[src/rtl/core/ptg_pkg.sv]
// Package for the pan-tilt goto step planner.
// Holds the shared types, pipeline sizing and the fixed-point constants.
// No dependencies.
package ptg_pkg;

  // Seven register stages from input to result.
  localparam int NUM_STAGES = 7;
  typedef logic [NUM_STAGES-1:0] stage_en_t;

  // Bias making a signed count positive; a multiple of 600, so mod 600 holds.
  localparam logic [25:0] POS_BIAS  = 26'd16800000;
  // Same bias plus the 90 degree tilt offset (9000 / 60 = 150 steps).
  localparam logic [25:0] TILT_BIAS = 26'd16800150;

  // Remainder by 75 on the step count divided by 8.
  localparam logic [7:0]  MOD_DIV      = 8'd75;
  localparam logic [23:0] MOD_RECIP    = 24'd14316557;  // floor(2^30 / 75)
  localparam int          MOD_SHIFT    = 30;

  // Whole degrees from m = angle / 60: floor(3 * m / 5) = (m * 4917) >> 13.
  localparam logic [12:0] DEG_MUL      = 13'd4917;
  localparam int          DEG_SHIFT    = 13;

  // Steps from degrees: floor(deg * 5 / 3) = (deg * 6830) >> 12.
  localparam logic [12:0] STEP_MUL     = 13'd6830;
  localparam int          STEP_SHIFT   = 12;

  localparam logic [10:0] HALF_TURN_DEG = 11'd180;
  localparam logic [10:0] FULL_TURN_DEG = 11'd360;
  localparam logic [9:0]  ELEV_MAX      = 10'd90;

  // Command fields that ride alongside the angle arithmetic.
  typedef struct packed {
    logic       busy;
    logic [8:0] azimuth;
    logic [6:0] elevation;
  } cmd_t;

  // One angle split into whole degrees and hundredths.
  typedef struct packed {
    logic [8:0] deg;
    logic [6:0] hund;
  } angle_t;

endpackage

[src/rtl/core/pan_tilt_goto_step_planner_core.sv]
// Top level of the pan-tilt goto step planner: seven-stage pipeline with valid/stall.
// Depends on ptg_pkg, ptg_mod600, ptg_deg_split and ptg_move_plan.
//
//   Channel   Direction   Handshake            Payload
//   in_*      input       in_valid/in_stall    positions, busy flag, targets
//   out_*     output      out_valid/out_stall  step counts, directions, angles
//
// Every item produces exactly one result item. The edge that accepts an item
// loads the first of seven register stages, and the item moves on through the
// stages in order until it reaches the last one and out_valid rises.
// The pipeline takes one item per cycle; the throughput is set only by out_stall.
// A stage holds its item while the stage after it is full and cannot move, so
// bubbles collapse and in_stall rises only when all seven stages are full.
// Reset (rst_n low at a clock edge) clears the valid bits; the data registers
// are left as they are and carry no meaning until a valid item reaches them.
//
// Data flow: stage 1 biases the step counts so that they are positive multiples
// of the 600-step turn apart, stages 2 and 3 take the remainder by 600 through a
// reciprocal multiply with one correction, stage 4 splits the angle into whole
// degrees and hundredths, stage 5 forms the shortest-way azimuth delta and the
// elevation delta, stage 6 converts degrees to steps, and stage 7 forms the
// net tilt motor move and zeros the result for a busy request.
module pan_tilt_goto_step_planner_core (
  input  logic        clk,
  input  logic        rst_n,
  input  logic        in_valid,
  output logic        in_stall,
  input  logic [23:0] in_pan_position,
  input  logic [23:0] in_tilt_position,
  input  logic        in_busy_req,
  input  logic [8:0]  in_target_azimuth,
  input  logic [9:0]  in_target_elevation,
  output logic        out_valid,
  input  logic        out_stall,
  output logic        out_accepted,
  output logic [8:0]  out_pan_step_count,
  output logic        out_pan_reverse,
  output logic [9:0]  out_tilt_step_count,
  output logic        out_tilt_reverse,
  output logic [8:0]  out_azimuth_degrees,
  output logic [6:0]  out_azimuth_hundredths,
  output logic [8:0]  out_elevation_degrees,
  output logic [6:0]  out_elevation_hundredths
);

  localparam int CMD_STAGES = 4;

  ptg_pkg::stage_en_t valid_r, valid_nxt;
  ptg_pkg::stage_en_t en;
  ptg_pkg::cmd_t      cmd_r [CMD_STAGES];
  ptg_pkg::cmd_t      cmd_in;

  logic [25:0]     pan_biased, tilt_biased;
  logic [9:0]      pan_residue, tilt_residue;
  ptg_pkg::angle_t az_angle, el_angle, az_final, el_final;

  // A stage may load when it is empty or when the stage after it moves on.
  always_comb begin
    en[ptg_pkg::NUM_STAGES-1] = !valid_r[ptg_pkg::NUM_STAGES-1] || !out_stall;
    for (int k = ptg_pkg::NUM_STAGES - 2; k >= 0; k--) begin
      en[k] = !valid_r[k] || en[k+1];
    end
    valid_nxt = valid_r;
    if (en[0]) begin
      valid_nxt[0] = in_valid;
    end
    for (int k = 1; k < ptg_pkg::NUM_STAGES; k++) begin
      if (en[k]) begin
        valid_nxt[k] = valid_r[k-1];
      end
    end
  end

  always_ff @(posedge clk) begin
    if (!rst_n) begin
      valid_r <= '0;
    end else begin
      valid_r <= valid_nxt;
    end
  end

  assign in_stall  = !en[0];
  assign out_valid = valid_r[ptg_pkg::NUM_STAGES-1];

  // The elevation target is clamped to 0..90 on entry.
  always_comb begin
    cmd_in.busy    = in_busy_req;
    cmd_in.azimuth = in_target_azimuth;
    if (in_target_elevation[9]) begin
      cmd_in.elevation = '0;
    end else if (in_target_elevation > ptg_pkg::ELEV_MAX) begin
      cmd_in.elevation = ptg_pkg::ELEV_MAX[6:0];
    end else begin
      cmd_in.elevation = in_target_elevation[6:0];
    end
  end

  // The command fields follow the angle arithmetic through stages 1 to 4.
  always_ff @(posedge clk) begin
    if (en[0]) begin
      cmd_r[0] <= cmd_in;
    end
    for (int k = 1; k < CMD_STAGES; k++) begin
      if (en[k]) begin
        cmd_r[k] <= cmd_r[k-1];
      end
    end
  end

  // Pan angle is 60 * (pan mod 600) hundredths; tilt angle is
  // 60 * ((tilt - pan + 150) mod 600). Each bias, less the 150 offset, is a multiple
  // of 600 and keeps its sum positive, so the wrap of the 26-bit adds is harmless.
  assign pan_biased  = {{2{in_pan_position[23]}}, in_pan_position} + ptg_pkg::POS_BIAS;
  assign tilt_biased = {{2{in_tilt_position[23]}}, in_tilt_position}
                     - {{2{in_pan_position[23]}}, in_pan_position}
                     + ptg_pkg::TILT_BIAS;

  ptg_mod600 u_pan_mod (
    .clk     (clk),
    .en_s1   (en[0]),
    .en_s2   (en[1]),
    .en_s3   (en[2]),
    .biased  (pan_biased),
    .residue (pan_residue)
  );

  ptg_mod600 u_tilt_mod (
    .clk     (clk),
    .en_s1   (en[0]),
    .en_s2   (en[1]),
    .en_s3   (en[2]),
    .biased  (tilt_biased),
    .residue (tilt_residue)
  );

  ptg_deg_split u_pan_deg (
    .clk     (clk),
    .en      (en[3]),
    .residue (pan_residue),
    .angle   (az_angle)
  );

  ptg_deg_split u_tilt_deg (
    .clk     (clk),
    .en      (en[3]),
    .residue (tilt_residue),
    .angle   (el_angle)
  );

  ptg_move_plan u_plan (
    .clk             (clk),
    .en_s5           (en[4]),
    .en_s6           (en[5]),
    .en_s7           (en[6]),
    .cmd             (cmd_r[CMD_STAGES-1]),
    .az              (az_angle),
    .el              (el_angle),
    .accepted        (out_accepted),
    .pan_step_count  (out_pan_step_count),
    .pan_reverse     (out_pan_reverse),
    .tilt_step_count (out_tilt_step_count),
    .tilt_reverse    (out_tilt_reverse),
    .az_out          (az_final),
    .el_out          (el_final)
  );

  assign out_azimuth_degrees      = az_final.deg;
  assign out_azimuth_hundredths   = az_final.hund;
  assign out_elevation_degrees    = el_final.deg;
  assign out_elevation_hundredths = el_final.hund;

endmodule

[src/rtl/core/ptg_mod600.sv]
// Three-stage remainder of a biased step count by 600.
// Uses ptg_pkg for the reciprocal constant.
module ptg_mod600 (
  input  logic        clk,
  input  logic        en_s1,
  input  logic        en_s2,
  input  logic        en_s3,
  input  logic [25:0] biased,
  output logic [9:0]  residue
);

  logic [22:0] v_s1_r;
  logic [2:0]  lo_s1_r;
  logic [22:0] v_s2_r;
  logic [2:0]  lo_s2_r;
  logic [46:0] prod_s2_r;
  logic [9:0]  res_s3_r;

  logic [16:0] quot;
  logic [22:0] diff;
  logic [7:0]  r8;
  logic [7:0]  r_fix;

  // x mod 600 = 8 * ((x >> 3) mod 75) + (x mod 8).
  always_ff @(posedge clk) begin
    if (en_s1) begin
      v_s1_r  <= biased[25:3];
      lo_s1_r <= biased[2:0];
    end
    if (en_s2) begin
      v_s2_r    <= v_s1_r;
      lo_s2_r   <= lo_s1_r;
      prod_s2_r <= 47'(v_s1_r) * 47'(ptg_pkg::MOD_RECIP);
    end
    if (en_s3) begin
      res_s3_r <= {r_fix[6:0], lo_s2_r};
    end
  end

  // The estimated quotient is low by at most one, so one correction suffices.
  always_comb begin
    quot  = prod_s2_r[46:ptg_pkg::MOD_SHIFT];
    diff  = v_s2_r - 23'({6'd0, quot} * 23'(ptg_pkg::MOD_DIV));
    r8    = diff[7:0];
    r_fix = (r8 >= ptg_pkg::MOD_DIV) ? (r8 - ptg_pkg::MOD_DIV) : r8;
  end

  assign residue = res_s3_r;

endmodule

[src/rtl/core/ptg_deg_split.sv]
// One stage that turns a remainder in 60-hundredth units into degrees and hundredths.
// Uses ptg_pkg for the angle type and scaling constant.
module ptg_deg_split (
  input  logic            clk,
  input  logic            en,
  input  logic [9:0]      residue,
  output ptg_pkg::angle_t angle
);

  logic [22:0]     prod;
  logic [8:0]      deg;
  logic [10:0]     triple;
  logic [2:0]      frac;
  ptg_pkg::angle_t angle_r;

  // The angle is 60 * residue hundredths; degrees are floor(3 * residue / 5)
  // and the hundredths are 20 times the leftover fifth.
  always_comb begin
    prod   = 23'(residue) * 23'(ptg_pkg::DEG_MUL);
    deg    = prod[ptg_pkg::DEG_SHIFT+8:ptg_pkg::DEG_SHIFT];
    triple = 11'(residue) * 11'd3;
    frac   = 3'(triple - 11'(deg) * 11'd5);
  end

  always_ff @(posedge clk) begin
    if (en) begin
      angle_r.deg  <= deg;
      angle_r.hund <= 7'(7'(frac) * 7'd20);
    end
  end

  assign angle = angle_r;

endmodule

[src/rtl/core/ptg_move_plan.sv]
// Three stages that form the angle deltas, the motor steps and the net tilt move.
// Uses ptg_pkg for the command and angle types and the turn constants.
module ptg_move_plan (
  input  logic            clk,
  input  logic            en_s5,
  input  logic            en_s6,
  input  logic            en_s7,
  input  ptg_pkg::cmd_t   cmd,
  input  ptg_pkg::angle_t az,
  input  ptg_pkg::angle_t el,
  output logic            accepted,
  output logic [8:0]      pan_step_count,
  output logic            pan_reverse,
  output logic [9:0]      tilt_step_count,
  output logic            tilt_reverse,
  output ptg_pkg::angle_t az_out,
  output ptg_pkg::angle_t el_out
);

  logic            busy_s5_r, busy_s6_r;
  ptg_pkg::angle_t az_s5_r, az_s6_r, el_s5_r, el_s6_r;
  logic [7:0]      abs_az_s5_r;
  logic [8:0]      abs_el_s5_r;
  logic            neg_az_s5_r, neg_el_s5_r, neg_az_s6_r, neg_el_s6_r;
  logic [8:0]      pan_move_s6_r;
  logic [9:0]      tilt_move_s6_r;

  logic            acc_r, pan_rev_r, tilt_rev_r;
  logic [8:0]      pan_cnt_r;
  logic [9:0]      tilt_cnt_r;
  ptg_pkg::angle_t az_out_r, el_out_r;

  logic signed [10:0] daz_raw, daz, del;
  logic [10:0]        abs_az, abs_el;
  logic [21:0]        pan_prod, tilt_prod;
  logic signed [11:0] net;
  logic [11:0]        abs_net;

  // Stage 5: shortest-way azimuth delta and elevation delta.
  always_comb begin
    daz_raw = $signed({2'd0, cmd.azimuth}) - $signed({2'd0, az.deg});
    if (daz_raw > $signed(ptg_pkg::HALF_TURN_DEG)) begin
      daz = daz_raw - $signed(ptg_pkg::FULL_TURN_DEG);
    end else if (daz_raw < -$signed(ptg_pkg::HALF_TURN_DEG)) begin
      daz = daz_raw + $signed(ptg_pkg::FULL_TURN_DEG);
    end else begin
      daz = daz_raw;
    end
    del    = $signed({4'd0, cmd.elevation}) - $signed({2'd0, el.deg});
    abs_az = daz[10] ? 11'(-daz) : 11'(daz);
    abs_el = del[10] ? 11'(-del) : 11'(del);
  end

  // Stage 6: degrees to steps; stage 7: signed net tilt move.
  always_comb begin
    pan_prod  = 22'(abs_az_s5_r) * 22'(ptg_pkg::STEP_MUL);
    tilt_prod = 22'(abs_el_s5_r) * 22'(ptg_pkg::STEP_MUL);
    net       = (neg_az_s6_r ? -$signed(12'(pan_move_s6_r)) : $signed(12'(pan_move_s6_r)))
              + (neg_el_s6_r ? -$signed(12'(tilt_move_s6_r)) : $signed(12'(tilt_move_s6_r)));
    abs_net   = net[11] ? 12'(-net) : 12'(net);
  end

  always_ff @(posedge clk) begin
    if (en_s5) begin
      busy_s5_r   <= cmd.busy;
      az_s5_r     <= az;
      el_s5_r     <= el;
      abs_az_s5_r <= abs_az[7:0];
      abs_el_s5_r <= abs_el[8:0];
      neg_az_s5_r <= daz[10];
      neg_el_s5_r <= del[10];
    end
    if (en_s6) begin
      busy_s6_r      <= busy_s5_r;
      az_s6_r        <= az_s5_r;
      el_s6_r        <= el_s5_r;
      neg_az_s6_r    <= neg_az_s5_r;
      neg_el_s6_r    <= neg_el_s5_r;
      pan_move_s6_r  <= pan_prod[ptg_pkg::STEP_SHIFT+8:ptg_pkg::STEP_SHIFT];
      tilt_move_s6_r <= tilt_prod[ptg_pkg::STEP_SHIFT+9:ptg_pkg::STEP_SHIFT];
    end
    if (en_s7) begin
      if (busy_s6_r) begin
        acc_r      <= 1'b0;
        pan_cnt_r  <= '0;
        pan_rev_r  <= 1'b0;
        tilt_cnt_r <= '0;
        tilt_rev_r <= 1'b0;
        az_out_r   <= '0;
        el_out_r   <= '0;
      end else begin
        acc_r      <= 1'b1;
        pan_cnt_r  <= pan_move_s6_r;
        pan_rev_r  <= neg_az_s6_r;
        tilt_cnt_r <= abs_net[9:0];
        tilt_rev_r <= net[11];
        az_out_r   <= az_s6_r;
        el_out_r   <= el_s6_r;
      end
    end
  end

  assign accepted        = acc_r;
  assign pan_step_count  = pan_cnt_r;
  assign pan_reverse     = pan_rev_r;
  assign tilt_step_count = tilt_cnt_r;
  assign tilt_reverse    = tilt_rev_r;
  assign az_out          = az_out_r;
  assign el_out          = el_out_r;

endmodule

[config.mk]
export PLATFORM = sky130hd
export DESIGN_NAME = pan_tilt_goto_step_planner_core
export DESIGN_NICKNAME = d
export VERILOG_FILES = /design/src/rtl/core/ptg_pkg.sv /design/src/rtl/core/pan_tilt_goto_step_planner_core.sv /design/src/rtl/core/ptg_mod600.sv /design/src/rtl/core/ptg_deg_split.sv /design/src/rtl/core/ptg_move_plan.sv
export SDC_FILE = /design/constraint.sdc
export NUM_CORES = 2
export LEC_CHECK = 0
export ABC_AREA = 1
export BUFFER_PORTS_ARGS = -buffer_cell sky130_fd_sc_hd__buf_2
export CAP_MARGIN = 20
export CORE_UTILIZATION = 62
export CTS_BUF_LIST = sky130_fd_sc_hd__clkbuf_4
export CTS_CLUSTER_DIAMETER = 40
export DETAILED_ROUTE_END_ITERATION = 8
export PLACE_DENSITY = 0.79
export REMOVE_ABC_BUFFERS = 1
export SYNTH_ARGS = -nofsm -noshare
export SYNTH_HDL_FRONTEND = slang
export SYNTH_HIERARCHICAL = 1
export SYNTH_SLANG_ARGS = --single-unit
[constraint.sdc]
create_clock -name clk -period 15.66 [get_ports clk]
set_input_delay 3.132 -clock clk [delete_from_list [all_inputs] [get_ports clk]]
set_output_delay 3.132 -clock clk [all_outputs]
set_load 0.01 [all_outputs]
==> results.sh <==
export IMPL_drtPass1Iterations=6
export IMPL_clk_path_buf_depth=3
export IMPL_core_area_um2=70400
export IMPL_postCtsHoldBufs=0
export IMPL_drcViolationCount=0
export IMPL_worst_ep_required_time_ns=12.53
export IMPL_syn_avg_cell_area_um2=9.24
export IMPL_period_share_pct=65.1
export IMPL_synth_mux_area_share_pct=0
export IMPL_synth_cell_type_count=53
export IMPL_setup_worst_path_start_class="primary input"
export IMPL_grt_util_all_layers_pct=27.7
export IMPL_synth_compound_gate_area_share_pct=4.91
export IMPL_max_freq_mhz=98.1
export IMPL_first_global_vias=32500
export IMPL_clock_sinks=373
export IMPL_period_needed_ns=10.20
export IMPL_cts_buffers=96
export IMPL_max_cap_viol_count=0
export IMPL_drive_gt1_share_pct=8.17
export IMPL_tns_ns=0
export IMPL_gr_total_overflow=0
export IMPL_endpoint_kind="output port"
export IMPL_io_pins=128
export IMPL_worstMarginPinSlew_ns=0.925
export IMPL_ys_seq_area_share_pct=25.1
export IMPL_post_cts_resized=0
export IMPL_wl_per_cell_um=16.2
export IMPL_antenna_found_initial=4
export IMPL_numPortBuffers=127
export IMPL_worst_path_buf_inv=11
export IMPL_die_h_um=270
export IMPL_start_util_pct=63.0
export IMPL_wl_um=97900
export IMPL_skew_ns=0.0736
export IMPL_finalSetupViolations=0
export IMPL_synth_area_top_cells="edfxtp_1 25%, ha_1 21%, fa_1 21%, inv_1 9.9%, nand2_1 6.8%"
export IMPL_rsz0062_at_grt="false"
export IMPL_relSlewSlack_pct=38.2
export IMPL_syn2layout_area_growth_pct=6.98
export IMPL_synth_top_cell_by_area="edfxtp_1"
export IMPL_path_class="primary input to output port"
export IMPL_fin_nets=6311
export IMPL_hp_class="flop to flop"
export IMPL_cts_tree="yes"
export IMPL_max_stage_delay_ns=0.67
export IMPL_hold_violations=0
export IMPL_ys_flop_type="edfxtp_1"
export IMPL_root_buffer="clkbuf_4"
export IMPL_slew_violations=0
export IMPL_synth_cells=4802
export IMPL_cp_top_family="buffers and inverters"
export IMPL_synth_area_um2=44400
export IMPL_synth_edff_count=366
export IMPL_post_dp_hpwl_um=84000
export IMPL_synth_xor_xnor_area_share_pct=3.52
export IMPL_status="complete, no violations"
export IMPL_synth_top_area_share_pct=24.8
export IMPL_drtIter0Drc=1939
export IMPL_crit_fanout=56
export IMPL_multi_input_area_um2=28700
export IMPL_postCtsSetupRepairBufs=0
export IMPL_grt_max_degree=70
export IMPL_rows=97
export IMPL_die_width_um=270
export IMPL_htree_levels=3
export IMPL_async_flop_share_pct=0
export IMPL_crit_path_frequent_cell="nor2_1"
export IMPL_synth_simple_area_share_pct=14.2
export IMPL_crit_slowest_cell="inv_2"
export IMPL_ant_nets=0
export IMPL_crit_chain="buf_2 > nand2_2 > buf_4 > nor2_1 > inv_2 > buf_4 > nor2_1 > inv_2 > buf_12 > nor2_1 > inv_2 > nor2_1 > inv_1 > buf_4 > nor2_1 > inv_2 > nor2_1 > buf_2"
export IMPL_synth_top_family_by_area="adder cells"
export IMPL_worstPathArrival_ns=7.06
export IMPL_clkTransAtPathRegs_ns=0.06
export IMPL_vias=32000
export IMPL_ys_ff_latch=373
export IMPL_grt_pass1_wl_um=161000
export IMPL_die_area_um2=72700
export IMPL_viasPerCell=5.29
export IMPL_yosysWarnings=6
export IMPL_synth_most_common_cell="inv_1"
export IMPL_gp_congestion=0.967
export IMPL_netlist_top_cells_count="1170 x inv_1, 800 x nand2_1, 758 x ha_1"
export IMPL_seqCellArea_um2=11100
export IMPL_nFillCells=5565
export IMPL_clk_latency_ns=0.84
export IMPL_synth_adder_area_share_pct=42.0
==> routing by layer <==
layer  part of all wire, %  global-route usage, %  vias up
met5                 0.017                      0        -
met4                   2.6                   8.25        2
met3                   6.8                   5.00      177
met2                    48                   46.4      947
met1                    43                   36.8    15100
li1                      -                      -    15700
==> placed cells by master (no fill, tap or decap), drive strengths merged, types with 4 or more instances in the layout <==
cell and n:
o21a 5, o21bai 21, ha 758, dfxtp 7, edfxtp 366, or2 19, bufinv 6, diode 4
a21o 25, buf 134, fa 458, nand4 38, a21boi 4, nand3b 16, nand2 849, o211ai 9
xor2 123, conb 5, inv 1185, nor3 53, nor2 276, a21oi 201, clkbuf 122, o31ai 5
nand3 186, nor4 7, clkinv 38, a31oi 14, o21ai 93, xnor2 52, clkinvlp 4
==> logic make-up (layout without fill, tap and decap cells) <==
family / count (synthesis) / count (layout)
AND/OR/NAND/NOR: 1448 / 1448
XOR/XNOR: 175 / 175
adder cells (fa/ha/maj): 1216 / 1216
buffers and inverters: 1202 / 1489
AO/OA/AOI/OAI: 385 / 385
other: 3 / 9
flip-flops: 373 / 373
==> worst paths after layout <==
path                                          start                 endpoint  slack, ns  depth (start not counted)
worst max-delay path                      out_stall                 in_stall       5.46                         18
worst min-delay path              u_plan/az_s5_r[7]        u_plan/az_s6_r[7]       0.38                          0
worst max register to register  u_pan_mod/v_s1_r[6]  u_pan_mod/prod_s2_r[37]       9.35                         23
worst min register to register    u_plan/az_s5_r[7]        u_plan/az_s6_r[7]       0.38                          0
==> area by class of cell <==
cell class                      count  share of cell area (%)
Tap cell                          940                    2.48
Antenna cell                        4                  0.0211
Sequential cell                   373                    23.4
Clock inverter                     44                   0.767
Multi-Input combinational cell   3229                    60.5
Clock buffer                      122                    1.93
Inverter                         1189                    9.40
Timing Repair Buffer              134                    1.48
==> per-stage QoR <==
| step | hold slack [ns] | cell area (um^2) | setup WS, ns | util [%] | instances |
|---|---|---|---|---|---|
| 2_1_floorplan | 0.400 | 44300 | 2.41 | - | 4791 |
| 3_3_place_gp | 0.400 | 46200 | 5.03 | 65.6 | 5864 |
| 3_5_place_dp | 0.405 | 46200 | 4.93 | 65.6 | 5864 |
| 4_1_cts | 0.374 | 47400 | 4.91 | 67.4 | 6030 |
| 5_1_grt | 0.370 | 47500 | 4.94 | 67.4 | 6034 |
| 6_report | 0.384 | 47500 | 5.46 | 67.4 | 6035 |
==> registers in the layout, indices dropped and copies added, names as in the netlist, 10 cells and up <==
name / flops
u_tilt_mod/v_s1_r: 23
cmd_r: 68
u_pan_mod/v_s1_r: 23
u_plan/tilt_move_s6_r: 10
u_plan/tilt_step_count: 10
u_plan/el_s6_r: 16
u_plan/el_s5_r: 16
u_plan/el_out: 16
u_plan/az_s6_r: 16
u_tilt_mod/residue: 10
u_tilt_deg/angle: 14
u_plan/az_out: 16
u_pan_mod/residue: 10
u_pan_deg/angle: 14
u_plan/az_s5_r: 16
Power is not shown: default switching activity piles up to over one toggle a cycle in this logic, so the estimate is an artifact.
